===== config.mk =====
export PLATFORM = sky130hd
export DESIGN_NAME = two_axis_step_dir_generator
export DESIGN_NICKNAME = d
export VERILOG_FILES = /design/src/rtl/tsdg_pkg.sv /design/src/rtl/tsdg_axis.sv /design/src/rtl/tsdg_skid.sv /design/src/rtl/two_axis_step_dir_generator.sv
export SDC_FILE = /design/constraint.sdc
export NUM_CORES = 1
export LEC_CHECK = 0
export BUFFER_PORTS_ARGS = -buffer_cell sky130_fd_sc_hd__buf_2
export CAP_MARGIN = 20
export CORE_AREA = 2 2 182 184
export CTS_BUF_LIST = sky130_fd_sc_hd__clkbuf_4 sky130_fd_sc_hd__clkbuf_8 sky130_fd_sc_hd__clkbuf_16
export DETAILED_ROUTE_END_ITERATION = 12
export DIE_AREA = 0 0 184 186
export GPL_TIMING_DRIVEN = 0
export MAX_ROUTING_LAYER = met4
export PLACE_DENSITY_LB_ADDON = 0.2
export SLEW_MARGIN = 20
export SYNTH_ARGS = -nofsm -noshare
export SYNTH_HDL_FRONTEND = slang
export SYNTH_SLANG_ARGS = --single-unit
export TNS_END_PERCENT = 1

===== constraint.sdc =====
create_clock -name aclk -period 13.6 [get_ports aclk]
set_input_delay 1.36 -clock aclk [delete_from_list [all_inputs] [get_ports aclk]]
set_output_delay 1.36 -clock aclk [all_outputs]
set_load 0.02 [all_outputs]

===== src/rtl/tsdg_pkg.sv =====
// Package for the two-axis step/direction generator: field widths, codes,
// register indexes, reset values and the result beat layout. No dependencies.
`timescale 1ns / 1ps

package tsdg_pkg;

    localparam int VALUE_BITS  = 20;
    localparam int PERIOD_BITS = 26;
    localparam int TARGET_BITS = 19;
    localparam int CFG_BITS    = 26;
    localparam int CFG_IDX_BITS = 3;
    localparam int IN_BITS     = 48;
    localparam int OP_BITS     = 2;
    localparam int RESULT_BITS = 48;

    typedef enum logic [OP_BITS-1:0] {
        OP_TICK       = 2'd0,
        OP_SET_TARGET = 2'd1,
        OP_SET_POS    = 2'd2
    } op_t;

    localparam logic [CFG_IDX_BITS-1:0] CFG_X_HALF_PERIOD = 3'd0;
    localparam logic [CFG_IDX_BITS-1:0] CFG_Y_HALF_PERIOD = 3'd1;
    localparam logic [CFG_IDX_BITS-1:0] CFG_X_TARGET_MAX  = 3'd2;
    localparam logic [CFG_IDX_BITS-1:0] CFG_Y_TARGET_MAX  = 3'd3;
    localparam logic [CFG_IDX_BITS-1:0] CFG_HOME_OFFSET   = 3'd4;

    localparam logic [PERIOD_BITS-1:0] RST_HALF_PERIOD = 26'd40000000;
    localparam logic [TARGET_BITS-1:0] RST_X_TARGET_MAX = 19'd290000;
    localparam logic [TARGET_BITS-1:0] RST_Y_TARGET_MAX = 19'd305000;
    localparam logic signed [VALUE_BITS-1:0] RST_HOME_OFFSET = -20'sd1500;

    // Per-axis command strobes, valid only in the cycle of an accepted beat.
    typedef struct packed {
        logic tick;
        logic load_goal;
        logic load_pos;
    } axis_cmd_t;

    // Per-axis pin levels and sticky flags.
    typedef struct packed {
        logic end_seen;
        logic homed;
        logic dir;
        logic step;
    } axis_stat_t;

    // Result beat, last member in the lowest bits.
    typedef struct packed {
        logic [VALUE_BITS-1:0] y_now;
        logic [VALUE_BITS-1:0] x_now;
        logic y_end_seen;
        logic x_end_seen;
        logic y_homed;
        logic x_homed;
        logic y_direction;
        logic y_step;
        logic x_direction;
        logic x_step;
    } result_t;

endpackage


===== src/rtl/tsdg_axis.sv =====
// One stepper axis: tick divider, position, goal, pin levels and sticky flags.
// Depends on tsdg_pkg.
`timescale 1ns / 1ps

module tsdg_axis
    import tsdg_pkg::*;
#(
    parameter int POSITION_BITS = 20,
    parameter int DIVIDER_BITS  = 26
) (
    input  logic                            aclk,
    input  logic                            aresetn,
    input  axis_cmd_t                       cmd,
    input  logic signed [VALUE_BITS-1:0]    value,
    input  logic [PERIOD_BITS-1:0]          half_period,
    input  logic [TARGET_BITS-1:0]          target_max,
    input  logic signed [VALUE_BITS-1:0]    home_offset,
    input  logic                            start_sw,
    input  logic                            end_sw,
    output axis_stat_t                      stat_next,
    output logic signed [POSITION_BITS-1:0] position_next
);

    logic [DIVIDER_BITS-1:0] count_reg, count_next, count_inc, period_d;
    logic [31:0] period_ext;
    logic signed [POSITION_BITS-1:0] position_reg, goal_reg, goal_next;
    logic signed [POSITION_BITS-1:0] value_w, clamp_w, home_w;
    logic signed [VALUE_BITS-1:0] max_s, clamp_v;
    logic signed [31:0] value32, clamp32, home32;
    axis_stat_t stat_reg;
    logic fire;

    // Only the low DIVIDER_BITS of the period count; zero acts as one.
    assign period_ext = 32'(half_period);
    assign period_d = (period_ext[DIVIDER_BITS-1:0] == '0) ? DIVIDER_BITS'(1)
                                                           : period_ext[DIVIDER_BITS-1:0];
    assign count_inc = count_reg + DIVIDER_BITS'(1);
    assign fire = !((count_inc < period_d) && (count_inc != '0));

    assign max_s   = $signed({1'b0, target_max});
    assign clamp_v = (value < max_s) ? value : max_s;
    assign value32 = 32'(value);
    assign clamp32 = 32'(clamp_v);
    assign home32  = 32'(home_offset);
    assign value_w = value32[POSITION_BITS-1:0];
    assign clamp_w = clamp32[POSITION_BITS-1:0];
    assign home_w  = home32[POSITION_BITS-1:0];

    always_comb begin
        count_next    = count_reg;
        position_next = position_reg;
        goal_next     = goal_reg;
        stat_next     = stat_reg;
        if (cmd.load_goal) begin
            goal_next = clamp_w;
        end
        if (cmd.load_pos) begin
            position_next = value_w;
        end
        if (cmd.tick) begin
            count_next = fire ? '0 : count_inc;
            if (fire) begin
                if (position_reg < goal_reg) begin
                    if (!end_sw) begin
                        stat_next.dir  = 1'b1;
                        stat_next.step = !stat_reg.step;
                        position_next  = position_reg + POSITION_BITS'(1);
                    end else begin
                        stat_next.dir      = 1'b0;
                        stat_next.end_seen = 1'b1;
                    end
                end else if (position_reg > goal_reg) begin
                    if (!start_sw) begin
                        stat_next.dir  = 1'b0;
                        stat_next.step = !stat_reg.step;
                        position_next  = position_reg - POSITION_BITS'(1);
                    end else begin
                        stat_next.dir   = 1'b1;
                        stat_next.homed = 1'b1;
                        position_next   = home_w;
                        goal_next       = '0;
                    end
                end
            end
        end
    end

    always_ff @(posedge aclk) begin
        if (!aresetn) begin
            count_reg    <= '0;
            position_reg <= '0;
            goal_reg     <= '0;
            stat_reg     <= '0;
        end else begin
            count_reg    <= count_next;
            position_reg <= position_next;
            goal_reg     <= goal_next;
            stat_reg     <= stat_next;
        end
    end

endmodule


===== src/rtl/tsdg_skid.sv =====
// Result register with one skid entry, so the input side keeps moving while
// a finished result waits. Depends on tsdg_pkg.
`timescale 1ns / 1ps

module tsdg_skid
    import tsdg_pkg::*;
(
    input  logic                   aclk,
    input  logic                   aresetn,
    input  logic                   push,
    input  logic [RESULT_BITS-1:0] push_data,
    output logic                   can_push,
    output logic                   m_tvalid,
    input  logic                   m_tready,
    output logic [RESULT_BITS-1:0] m_tdata
);

    logic main_valid_reg, skid_valid_reg;
    logic [RESULT_BITS-1:0] main_reg, skid_reg;

    assign can_push = !skid_valid_reg;
    assign m_tvalid = main_valid_reg;
    assign m_tdata  = main_reg;

    always_ff @(posedge aclk) begin
        if (!aresetn) begin
            main_valid_reg <= 1'b0;
            skid_valid_reg <= 1'b0;
        end else if (!main_valid_reg || m_tready) begin
            main_valid_reg <= skid_valid_reg || push;
            skid_valid_reg <= 1'b0;
        end else if (push) begin
            skid_valid_reg <= 1'b1;
        end
    end

    always_ff @(posedge aclk) begin
        if (!main_valid_reg || m_tready) begin
            main_reg <= skid_valid_reg ? skid_reg : push_data;
        end else if (push) begin
            skid_reg <= push_data;
        end
    end

endmodule


===== src/rtl/two_axis_step_dir_generator.sv =====
// Top level of the two-axis step/direction generator.
// Depends on tsdg_pkg, tsdg_axis and tsdg_skid.
`timescale 1ns / 1ps

// Usage:
// Each beat on the s_ channel is one command: a clock tick of the pulse timer,
// a load of both targets (clamped to the per-axis maximum) or a load of both
// positions. The opcode travels in s_tuser. Every accepted beat produces
// exactly one result beat on the m_ channel with the pin levels, sticky homed
// and end flags and both positions as they stand after that command.
// Results are registered: an accepted beat enters the result register, or the
// skid entry while the receiver stalls. Throughput is one beat per cycle while
// s_tready is high; axis state updates in a single pass of logic per beat.
// When the receiver stalls, one more beat is taken into a skid entry, after
// which s_tready drops until the result register drains.
// Configuration goes through cfg_we/cfg_index/cfg_wdata; the user must write
// it only while no beat is in flight, which the block does not enforce, and
// writes to unknown indexes are dropped. Synchronous active-low reset clears
// both axes, the flags and the output stage, and restores register defaults.

module two_axis_step_dir_generator
    import tsdg_pkg::*;
#(
    parameter int POSITION_BITS = 20,
    parameter int DIVIDER_BITS  = 26
) (
    input  logic                    aclk,
    input  logic                    aresetn,
    input  logic                    cfg_we,
    input  logic [CFG_IDX_BITS-1:0] cfg_index,
    input  logic [CFG_BITS-1:0]     cfg_wdata,
    input  logic                    s_tvalid,
    output logic                    s_tready,
    // s_tdata: x_value[19:0], y_value[39:20], x_start_switch[40],
    // x_end_switch[41], y_start_switch[42], y_end_switch[43], zero pad [47:44]
    input  logic [IN_BITS-1:0]      s_tdata,
    // s_tuser: opcode[1:0]
    input  logic [OP_BITS-1:0]      s_tuser,
    output logic                    m_tvalid,
    input  logic                    m_tready,
    // m_tdata: x_step[0], x_direction[1], y_step[2], y_direction[3],
    // x_homed[4], y_homed[5], x_end_seen[6], y_end_seen[7],
    // x_now[27:8], y_now[47:28]
    output logic [RESULT_BITS-1:0]  m_tdata
);

    logic [PERIOD_BITS-1:0] x_half_period_reg, y_half_period_reg;
    logic [TARGET_BITS-1:0] x_target_max_reg, y_target_max_reg;
    logic signed [VALUE_BITS-1:0] home_offset_reg;

    logic accept;
    axis_cmd_t cmd;
    axis_stat_t x_stat, y_stat;
    logic signed [POSITION_BITS-1:0] x_pos_next, y_pos_next;
    logic signed [31:0] x_pos32, y_pos32;
    logic signed [VALUE_BITS-1:0] x_value, y_value;
    result_t result;

    // Configuration registers.
    always_ff @(posedge aclk) begin
        if (!aresetn) begin
            x_half_period_reg <= RST_HALF_PERIOD;
            y_half_period_reg <= RST_HALF_PERIOD;
            x_target_max_reg  <= RST_X_TARGET_MAX;
            y_target_max_reg  <= RST_Y_TARGET_MAX;
            home_offset_reg   <= RST_HOME_OFFSET;
        end else if (cfg_we) begin
            unique case (cfg_index)
                CFG_X_HALF_PERIOD: x_half_period_reg <= cfg_wdata[PERIOD_BITS-1:0];
                CFG_Y_HALF_PERIOD: y_half_period_reg <= cfg_wdata[PERIOD_BITS-1:0];
                CFG_X_TARGET_MAX:  x_target_max_reg  <= cfg_wdata[TARGET_BITS-1:0];
                CFG_Y_TARGET_MAX:  y_target_max_reg  <= cfg_wdata[TARGET_BITS-1:0];
                CFG_HOME_OFFSET:   home_offset_reg   <= cfg_wdata[VALUE_BITS-1:0];
                default: ;
            endcase
        end
    end

    assign accept  = s_tvalid && s_tready;
    assign x_value = s_tdata[19:0];
    assign y_value = s_tdata[39:20];

    // Opcode decode; the unused code leaves all state untouched.
    always_comb begin
        cmd = '0;
        if (accept) begin
            unique case (op_t'(s_tuser))
                OP_TICK:       cmd.tick      = 1'b1;
                OP_SET_TARGET: cmd.load_goal = 1'b1;
                OP_SET_POS:    cmd.load_pos  = 1'b1;
                default: ;
            endcase
        end
    end

    tsdg_axis #(
        .POSITION_BITS (POSITION_BITS),
        .DIVIDER_BITS  (DIVIDER_BITS)
    ) u_axis_x (
        .aclk          (aclk),
        .aresetn       (aresetn),
        .cmd           (cmd),
        .value         (x_value),
        .half_period   (x_half_period_reg),
        .target_max    (x_target_max_reg),
        .home_offset   (home_offset_reg),
        .start_sw      (s_tdata[40]),
        .end_sw        (s_tdata[41]),
        .stat_next     (x_stat),
        .position_next (x_pos_next)
    );

    tsdg_axis #(
        .POSITION_BITS (POSITION_BITS),
        .DIVIDER_BITS  (DIVIDER_BITS)
    ) u_axis_y (
        .aclk          (aclk),
        .aresetn       (aresetn),
        .cmd           (cmd),
        .value         (y_value),
        .half_period   (y_half_period_reg),
        .target_max    (y_target_max_reg),
        .home_offset   (home_offset_reg),
        .start_sw      (s_tdata[42]),
        .end_sw        (s_tdata[43]),
        .stat_next     (y_stat),
        .position_next (y_pos_next)
    );

    // Positions are reported as their low 20 bits after sign extension.
    assign x_pos32 = 32'(x_pos_next);
    assign y_pos32 = 32'(y_pos_next);

    always_comb begin
        result.x_step      = x_stat.step;
        result.x_direction = x_stat.dir;
        result.y_step      = y_stat.step;
        result.y_direction = y_stat.dir;
        result.x_homed     = x_stat.homed;
        result.y_homed     = y_stat.homed;
        result.x_end_seen  = x_stat.end_seen;
        result.y_end_seen  = y_stat.end_seen;
        result.x_now       = x_pos32[VALUE_BITS-1:0];
        result.y_now       = y_pos32[VALUE_BITS-1:0];
    end

    tsdg_skid u_skid (
        .aclk      (aclk),
        .aresetn   (aresetn),
        .push      (accept),
        .push_data (result),
        .can_push  (s_tready),
        .m_tvalid  (m_tvalid),
        .m_tready  (m_tready),
        .m_tdata   (m_tdata)
    );

endmodule


; After elaboration in Yosys (flattened, before gate mapping)
; Index checks and enable logic that the tools add are counted.
[totals]
in_bits = 84
register_bits = 348
elab_cells = 128
output_inout_bits = 50
[classes]
n_lt_le_gt_ge = 8
reduce_logical = 22
add_sub_neg = 6
eq_ne = 6
bitwise = 2
mux = 61
[ops]
columns = operator, count
row1 = 2-to-1 mux 20 bit, 28
row2 = 2-to-1 mux 26 bit, 4
row3 = less-than comparator 20 bit, 4
row4 = adder 26 x 1 -> 26 bit (second input constant), 2
row5 = logical NOT 26 bit, 2
row6 = less-than comparator 26 bit, 2
row7 = nonzero test 26 bit, 2
row8 = 2-to-1 mux 48 bit, 1
row9 = adder 20 x 2 -> 20 bit (second input constant), 2
row10 = greater-than comparator 20 bit, 2
row11 = subtractor 20 x 2 -> 20 bit (second input constant), 2
row12 = 2-to-1 mux 1 bit, 19
row13 = 2-to-1 mux 4 bit, 4
row14 = AND reduction 2 bit, 6
row15 = 2-to-1 mux 3 bit, 3
row16 = == test 3 x 2 -> 1 bit (second input constant), 2
row17 = logical NOT 1 bit, 4
row18 = 2-to-1 mux 2 bit, 2
row19 = == test 3 x 1 -> 1 bit (second input constant), 1
row20 = == test 3 bit (second input constant), 1
row21 = logical AND 1 bit, 3
row22 = logical NOT 3 bit, 1
row23 = == test 2 x 1 -> 1 bit (second input constant), 1
row24 = == test 2 bit (second input constant), 1
row25 = other kinds (4), 6

; Longest topological paths before layout
; Gate-level depths: netlist of the first run.
[logic_depth]
depth_word = 9
depth_mapped = 18
depth_no_buf = 15

; Hierarchy
; A second synthesis of the first run with hierarchy kept.
[hier_totals]
hier_cells = 2417
area_unflattened_um2 = 22198.8
[by_module_without_submodules]
columns = module, seq_area_each_um2, instances, cells_each, area_per_inst_um2
row1 = tsdg_axis at u_axis_y, 1401.3, 1, 947, 7297.0
row2 = tsdg_axis at u_axis_x, 1401.3, 1, 889, 6760.2
row3 = two_axis_step_dir_generator, 2202.1, 1, 422, 4342.9
row4 = tsdg_skid, 2922.8, 1, 159, 3798.6

; Least setup slack after synthesis of the first run
; Ideal clock, no wire load.
[synth_path]
kind = in2reg
startpoint = input m_tready
endpoint = register u_skid.skid_reg[0] (enable)
stages = 2
t_required_ns = 13.146
slack_ns = 8.414
setup_time_ns = 0.454
path_buffers = 0
t_arrival_ns = 4.732
cell_sequence = nand2b_1 > nor2_1
[synth_via]
elab_chain_cells = 3
[synth_rtl]
columns = item, line
row1 = from (decl), two_axis_step_dir_generator.sv:40  ; input logic m_tready,
row2 = logical OR 1 bit, tsdg_skid.sv:38  ; if (!main_valid_reg || m_tready) begin
row3 = inverter 1 bit (no source line), n/a
row4 = AND reduction 2 bit (no source line), n/a
row5 = to (signal assigned), tsdg_skid.sv:41  ; skid_reg <= push_data;
row6 = to (decl), tsdg_skid.sv:19  ; logic [RESULT_BITS-1:0] main_reg, skid_reg;
; No other way between the ends.
; A chain may end at the register's enable or synchronous reset.

; Final worst setup path of the first run
[layout_path]
startpoint = register u_axis_x.count_reg[1]
endpoint = register u_skid.main_reg[18] (netlist: u_skid.m_tdata[18]) (data pin)
[layout_via]
elab_chain_cells = 6
elab_cells_between_ends = 7
cone_classes = add/sub: 1 / order compare: 1 / mux: 3 / reduce/logical: 2
[layout_rtl]
columns = item, line
row1 = from (decl), tsdg_axis.sv:24  ; logic [DIVIDER_BITS-1:0] count_reg, count_next, count_inc, period_d;
row2 = from (signal assigned), tsdg_axis.sv:95  ; count_reg <= count_next;
row3 = adder 26 x 1 -> 26 bit (*), tsdg_axis.sv:37  ; assign count_inc = count_reg + DIVIDER_BITS'(1);
row4 = less-than comparator 26 bit / nonzero test 26 bit (equally long branches), tsdg_axis.sv:38  ; assign fire = !((count_inc < period_d) && (count_inc != '0));
row5 = logical AND 1 bit (*), tsdg_axis.sv:38
row6 = 2-to-1 mux 20 bit (*), tsdg_axis.sv:62  ; if (fire) begin
row7 = 2-to-1 mux 20 bit (*), tsdg_axis.sv:60  ; if (cmd.tick) begin
row8 = 2-to-1 mux 48 bit (*), tsdg_skid.sv:39  ; main_reg <= skid_valid_reg ? skid_reg : push_data;
row9 = to (signal assigned), tsdg_skid.sv:39
row10 = to (decl), tsdg_skid.sv:19
; Mark *: on every way between the ends. The rest lies on a longest branch, timed or not.

==> out/summary.txt, run 1 <==
status: finished, final reports clean
worst slew pin tran: 1080 ps
final net count: 2907
DP Wirelength: 52000 microns
vias per cell: 6.37
Die Wd: 184 microns
Seq cells post-synth: 348
Clock Latency Late Sink: 560 ps
number of CTS-inserted buffers: 38
PD cells: 113 nW/um^2
Tmin final: 5530 ps
Setup WS pre-CTS: 8330 ps
sequential-to-total area share from yosys stat: 37.3%
max-cap violations: 0
CTS Hold Bufs: 0
final worst slack: 8070 ps
residual DRC count: 0
starting density of the core: 66.0%
Peak Freq: 181 MHz
Core Area: 32200 sq um
htree depth: 2
Max Transition Viols Final: 0
setup tns final: 0 ps
Reg2Reg Setup Slack: 8070 ps
largest fanout on the critical path: 10
Hold Slack: 480 ps
Post-synth top flop: dfxtp_1
share of cells above drive strength 1: 12.2%
EDFF count, synth: 96
hold crit path type: flop to flop
global-route wire length before repair: 105000 microns
FFs w/ async S/R, synth: 0%
Detailed Routing Iterations Pass 1: 6
Avg Cell Area, Syn: 8.42 sq um
Post-Route WL: 68800 microns
dpl cells: 3057
# diodes: 0
crit end category: flop
Die Ht: 186 microns
most common cell after layout, fill and taps aside: nand2_1
most frequent cells in the layout: 336 x nand2_1, 252 x dfxtp_1, 208 x a21oi_1
clk sink count: 348
post-CTS setup buffer count: 0
Net Count, Synth: 2740
Max Buffers Root-to-Sink: 3
library cells used by synthesis: 89
hold path startpoint: y_half_period_reg[3]
area occupied by multi-input gates: 12000 sq um
initial antenna violation count: 0
Max VDD drop: 0.115 mV
via count: 19907
Setup crit start: u_axis_x.count_reg[1]
normalized max-slew margin: 27.7%
Synth Cell Area: 21200 sq um
total power: 2.68 mW
CP arrival: 5800 ps
clk slew on worst S/H paths: 60 ps
Worst setup SP type: flop
DR WL/cell: 22.0 microns
worst r2r src: u_axis_x.count_reg[1]
Fillers: 2440
cts repair resizes: 0
DRT iter0 DRCs: 1855
YS warnings: 0
critical path class: flop to flop
Antenna Nets Post-Route: 0
GP Congestion: 1.02
final setup fails: 0
IO buf count: 125
global-route usage over all layers: 41.1%
period utilisation layout: 40.6%
synthesized instance count: 2522
Finished Layout Cells: 3125
area delta synth->final: 11.8%
worst clock skew: 17.6 ps
FF+latch area: 7930 sq um
CTS tree: built
vias in the first global route: 19090
die area: 34200 sq um
GRT overflow: 0
P_leak: 9.79 nW
CTS root buf: clkbuf_16
Fin. Hold Viols: 0
largest net degree at the start of global routing: 52
IO Count: 134
Data required, critical path: 13870 ps
row cnt: 66
RSZ-0062 raised after global routing: false
[metal layers]
layer  part of all wire [%]  track usage (%)  wire (microns)  vias to the layer above
met5                      0                -               0                        -
met4                    7.2             26.0            4970                        0
met3                    8.5             7.02            5860                      336
met2                     45             64.6           31000                     1039
met1                     39             49.3           26900                     9277
li1                       -                -               -                     9255
[logic make-up after synthesis]
group	Yosys count	share of synthesized area [%]
xor+xnor	114	4.74
compound gates	553	17.0
buf+inv	339	6.47
mux	118	5.80
flops	348	37.3
fa+ha+maj	134	7.89
simple gates	916	20.8
[final cells by class]
cell class	instances	share of cell area (%)
multi-input combinational	1835	50.4
timing repair buffer	127	2.74
inverter	163	2.58
tap	408	2.15
buffer	176	3.21
sequential	348	33.4
clock inverter	15	0.817
clock buffer	53	4.74
[through the flow]
stage	util (%)	area, sq um
finish	73.7	23700
detailed placement	69.6	22400
CTS	73.7	23700
floorplan	-	21200
global route	73.7	23700
global placement	69.5	22400
[cell usage after synthesis (8+ instances only)]
master	instances	area share [%]
nand2_1	336	5.9
dfxtp_1	252	24
a21oi_1	208	4.9
nor2_1	198	3.5
inv_1	160	2.8
ha_1	134	7.9
clkbuf_1	125	2.2
edfxtp_1	96	14
nand3_1	93	2.2
mux2i_1	80	3.8
o21ai_0	72	1.7
xnor2_1	70	2.9
nor3_1	48	1.1
o211ai_1	47	1.7
a211oi_1	44	1.6
xor2_1	43	1.8
nand4_1	42	1.2
a21o_1	39	1.4
mux2_2	37	2.0
nor4_1	33	0.97
and2_1	31	0.91
buf_2	28	0.66
or3_1	23	0.68
and3_1	19	0.56
a31oi_1	17	0.50
nand2b_1	13	0.38
and4_1	10	0.41
nor2b_1	10	0.29
o21ai_1	10	0.24
or4_1	10	0.35
buf_1	9	0.16
nand4b_1	9	0.37
o21a_1	9	0.32
or2_2	9	0.27
a2bb2oi_1	8	0.33
o31a_1	8	0.33
[final timing paths]
path | end | depth (start not counted)
max reg2reg | u_skid.m_tdata[18] | 15
max | u_skid.m_tdata[18] | 15
min reg2reg | y_half_period_reg[3] | 2
min | y_half_period_reg[3] | 2
[where the power goes]
part | total [mW] | switching [mW] | leakage (nW) | internal [mW]
Sequential | 1.13 | 0.0252 | 3.03 | 1.11
Combinational | 0.465 | 0.299 | 6.10 | 0.167
Clock | 1.09 | 0.446 | 0.658 | 0.643
Total | 2.68 | 0.770 | 9.79 | 1.91
[worst max-delay path, stage by stage, from the launching register on]
cell       delay (ps)
dfxtp_1           470
ha_1              330
nand3_1           310
nor4_2            770
nor2b_1           330
xor2_1            300
ha_1              280
and4_1            190
nor3b_1           150
a221oi_1          260
o221ai_1          180
a21oi_1           490
a2bb2oi_4         430
buf_4             290
o22a_1            320
a21oi_1           120
(Power assumes the default switching activity.)
==> run 2, diff against run 1 <==
--- a/config.mk
+++ b/config.mk
@@ -5,12 +5,13 @@
 export SDC_FILE = /design/constraint.sdc
 export NUM_CORES = 1
 export LEC_CHECK = 0
+export ABC_AREA = 1
 export BUFFER_PORTS_ARGS = -buffer_cell sky130_fd_sc_hd__buf_2
 export CAP_MARGIN = 20
-export CORE_AREA = 2 2 182 184
+export CORE_AREA = 2 2 202 204
 export CTS_BUF_LIST = sky130_fd_sc_hd__clkbuf_4 sky130_fd_sc_hd__clkbuf_8 sky130_fd_sc_hd__clkbuf_16
 export DETAILED_ROUTE_END_ITERATION = 12
-export DIE_AREA = 0 0 184 186
+export DIE_AREA = 0 0 204 206
 export GPL_TIMING_DRIVEN = 0
 export MAX_ROUTING_LAYER = met4
 export PLACE_DENSITY_LB_ADDON = 0.2
==> constraint.sdc (replaced) <==
create_clock -name aclk -period 4.9 [get_ports aclk]
set_input_delay 0.49 -clock aclk [delete_from_list [all_inputs] [get_ports aclk]]
set_output_delay 0.49 -clock aclk [all_outputs]
set_load 0.02 [all_outputs]
==> out/summary.txt, run 2 <==
status: finished, final reports clean
Seq cells post-synth: 348 (unchanged)
Max Buffers Root-to-Sink: 3 (unchanged)
Hold Slack: 170 ps (-311 ps)
RSZ-0062 raised after global routing: false
Max VDD drop: 0.256 mV (+120%)
Antenna Nets Post-Route: 0 (unchanged)
area delta synth->final: 12.3%
Core Area: 40200 sq um (+25%)
final setup fails: 0 (unchanged)
CP arrival: 4260 ps (-1540 ps)
share of cells above drive strength 1: 7.82% (-4.4 points)
period utilisation layout: 80.9% (+40 points)
residual DRC count: 0 (unchanged)
DRT iter0 DRCs: 2172 (+17%)
global-route usage over all layers: 35.9% (-5.2 points)
sequential-to-total area share from yosys stat: 36.0% (-1.3 points)
EDFF count, synth: 96 (unchanged)
PD cells: 309 nW/um^2 (+170%)
CTS Hold Bufs: 0 (unchanged)
die area: 42000 sq um (+23%)
Synth area leaders: dfxtp_1 23%, nand2_1 16%, edfxtp_1 13%
Die Ht: 206 microns (+11%)
synthesized instance count: 3239 (+28%)
Synth top area share: 22.9% (-0.83 points)
crit end category: flop
Worst setup SP type: flop
initial antenna violation count: 1 (+1)
Synth Cell Area: 22000 sq um (+3.6%)
DR WL/cell: 18.8 microns (-15%)
global-route wire length before repair: 113000 microns (+8.0%)
worst clock skew: 40.2 ps (+22.6 ps)
P_leak: 11.7 nW (+19%)
DP Wirelength: 58800 microns (+13%)
Area after DPL: 23400 sq um (+4.2%)
Avg Cell Area, Syn: 6.79 sq um (-19%)
Detailed Routing Iterations Pass 1: 7 (+1)
most common cell after layout, fill and taps aside: nand2_1
GRT overflow: 0 (unchanged)
largest net degree at the start of global routing: 29 (-44%)
total power: 7.64 mW (+180%)
top post-synthesis cells by count: 930 x nand2_1, 399 x inv_1, 284 x nor2_1, 277 x a21oi_1, 252 x dfxtp_1
Post-synth top flop: dfxtp_1
via count: 22148 (+11%)
starting density of the core: 54.8% (-11 points)
clk sink count: 348 (unchanged)
IO Count: 134 (unchanged)
htree depth: 2 (unchanged)
Yosys top cell by area: dfxtp_1
CTS tree: built
Max Transition Viols Final: 0 (unchanged)
critical path class: flop to flop
post-CTS setup buffer count: 0 (unchanged)
Tmin final: 3960 ps (-1570 ps)
row cnt: 74 (+12%)
GP Congestion: 0.965 (-5.6%)
Data required, critical path: 5200 ps (-8670 ps)
Final Cell Area: 24700 sq um (+4.1%)
final net count: 3626 (+25%)
hold crit path type: input port to flop
IO buf count: 126 (+0.80%)
vias per cell: 5.57 (-12%)
Die Wd: 204 microns (+11%)
Net Count, Synth: 3457 (+26%)
Clock Latency Late Sink: 580 ps (+20 ps)
largest fanout on the critical path: 10 (unchanged)
setup tns final: 0 ps (unchanged)
vias in the first global route: 20596 (+7.9%)
clk slew on worst S/H paths: 70 ps (about the same)
number of CTS-inserted buffers: 39 (+2.6%)
library cells used by synthesis: 52 (-42%)
Post-Route WL: 74500 microns (+8.4%)
cts repair resizes: 0 (unchanged)
YS warnings: 0 (unchanged)
max-cap violations: 0 (unchanged)
Fin. Hold Viols: 0 (unchanged)
count leader, synth: nand2_1
Setup WS pre-CTS: 1040 ps (-7290 ps)
FFs w/ async S/R, synth: 0% (unchanged)
worst slew pin tran: 1130 ps (+57.0 ps)
normalized max-slew margin: 24.4% (-3.2 points)
most frequent cells in the layout: 930 x nand2_1, 398 x inv_1, 283 x nor2_1
final worst slack: 937 ps (-7130 ps)
Peak Freq: 252 MHz (+40%)
CTS root buf: clkbuf_16
-- run 2: cell count changes in the layout (fill, tap and decap cells not counted), moves of 30 or more --
cell,delta
nand2_1,+594
a21o_1,-36
a21oi_1,+69
and2_1,-30
nor3_1,-30
o21ai_0,+146
xnor2_1,-65
nor2_1,+86
nand3_1,+105
mux2_2,-37
inv_1,+238
mux2i_1,-79
nor4_1,-31
-- run 2: cell type report --
type / count / area (sq um)
clock buffer: 51 / 1100
clock inverter: 20 / 246
antenna: 3 / 7.51
tap: 532 / 666
multi-input combinational: 2335 / 11900
fill: 3780 / 15500
buffer: 147 / 629
inverter: 409 / 1540
timing repair buffer: 128 / 678
sequential: 348 / 7930
-- run 2: cell families (layout without fill, tap and decap cells) --
family / count (synthesis) / count (layout) / share of synthesized area (%)
xor+xnor: 50 / 50 / 2.02
flops: 348 / 348 / 36.0
fa+ha+maj: 134 / 134 / 7.62
compound gates: 632 / 632 / 15.9
simple gates: 1518 / 1518 / 28.6
mux: 1 / 1 / 0.0455
buf+inv: 556 / 755 / 9.84
other cells: 0 / 3 / 0
-- run 2: path summary, 6_finish.rpt --
path | startpoint | end | slack (ps) | depth (start not counted)
max | u_axis_x.count_reg[1] | u_skid.m_tdata[14] | 940 | 19
min | cfg_wdata[22] | y_half_period_reg[22] | 170 | 3
max reg2reg | u_axis_x.count_reg[1] | u_skid.m_tdata[14] | 940 | 19
min reg2reg | u_axis_y.stat_reg[3] | u_axis_y.stat_reg[3] | 460 | 2
-- run 2: power by group --
group / internal (mW) / leakage (nW) / switching (mW)
registers: 3.08 / 3.04 / 0.0786
clock network: 1.82 / 0.666 / 1.27
logic: 0.414 / 7.97 / 0.973
-- run 2: per-layer routing --
metal  up-vias  routed length, microns  global-route usage [%]
met2       941                   34400                    58.5
met4         0                    3830                    17.4
met5         -                       0                       -
met3       201                    5520                    3.89
met1     10092                   30800                    44.7
li1      10914                       -                       -
-- run 2: critical path, cell delays in order, from the launching register on --
cell and delay (ps):
dfxtp_1 370, ha_1 330, nand3_1 250, nor2_1 360
nand2_1 100, nand2_1 70, nand2_1 140, ha_1 330
nand2_1 50, nor2_1 120, nand4_1 130, nor4_1 320
nand2_1 160, nand3_4 210, nand2_2 130, buf_4 230
nand2_1 80, nand2_1 110, nand2_1 110, nand2_1 60
-- run 2: per-stage QoR --
step | std cells | util [%]
floorplan | 3239 | -
global placement | 3897 | 58.0
detailed placement | 3899 | 58.1
CTS | 3970 | 61.5
global route | 3972 | 61.5
finish | 3973 | 61.5
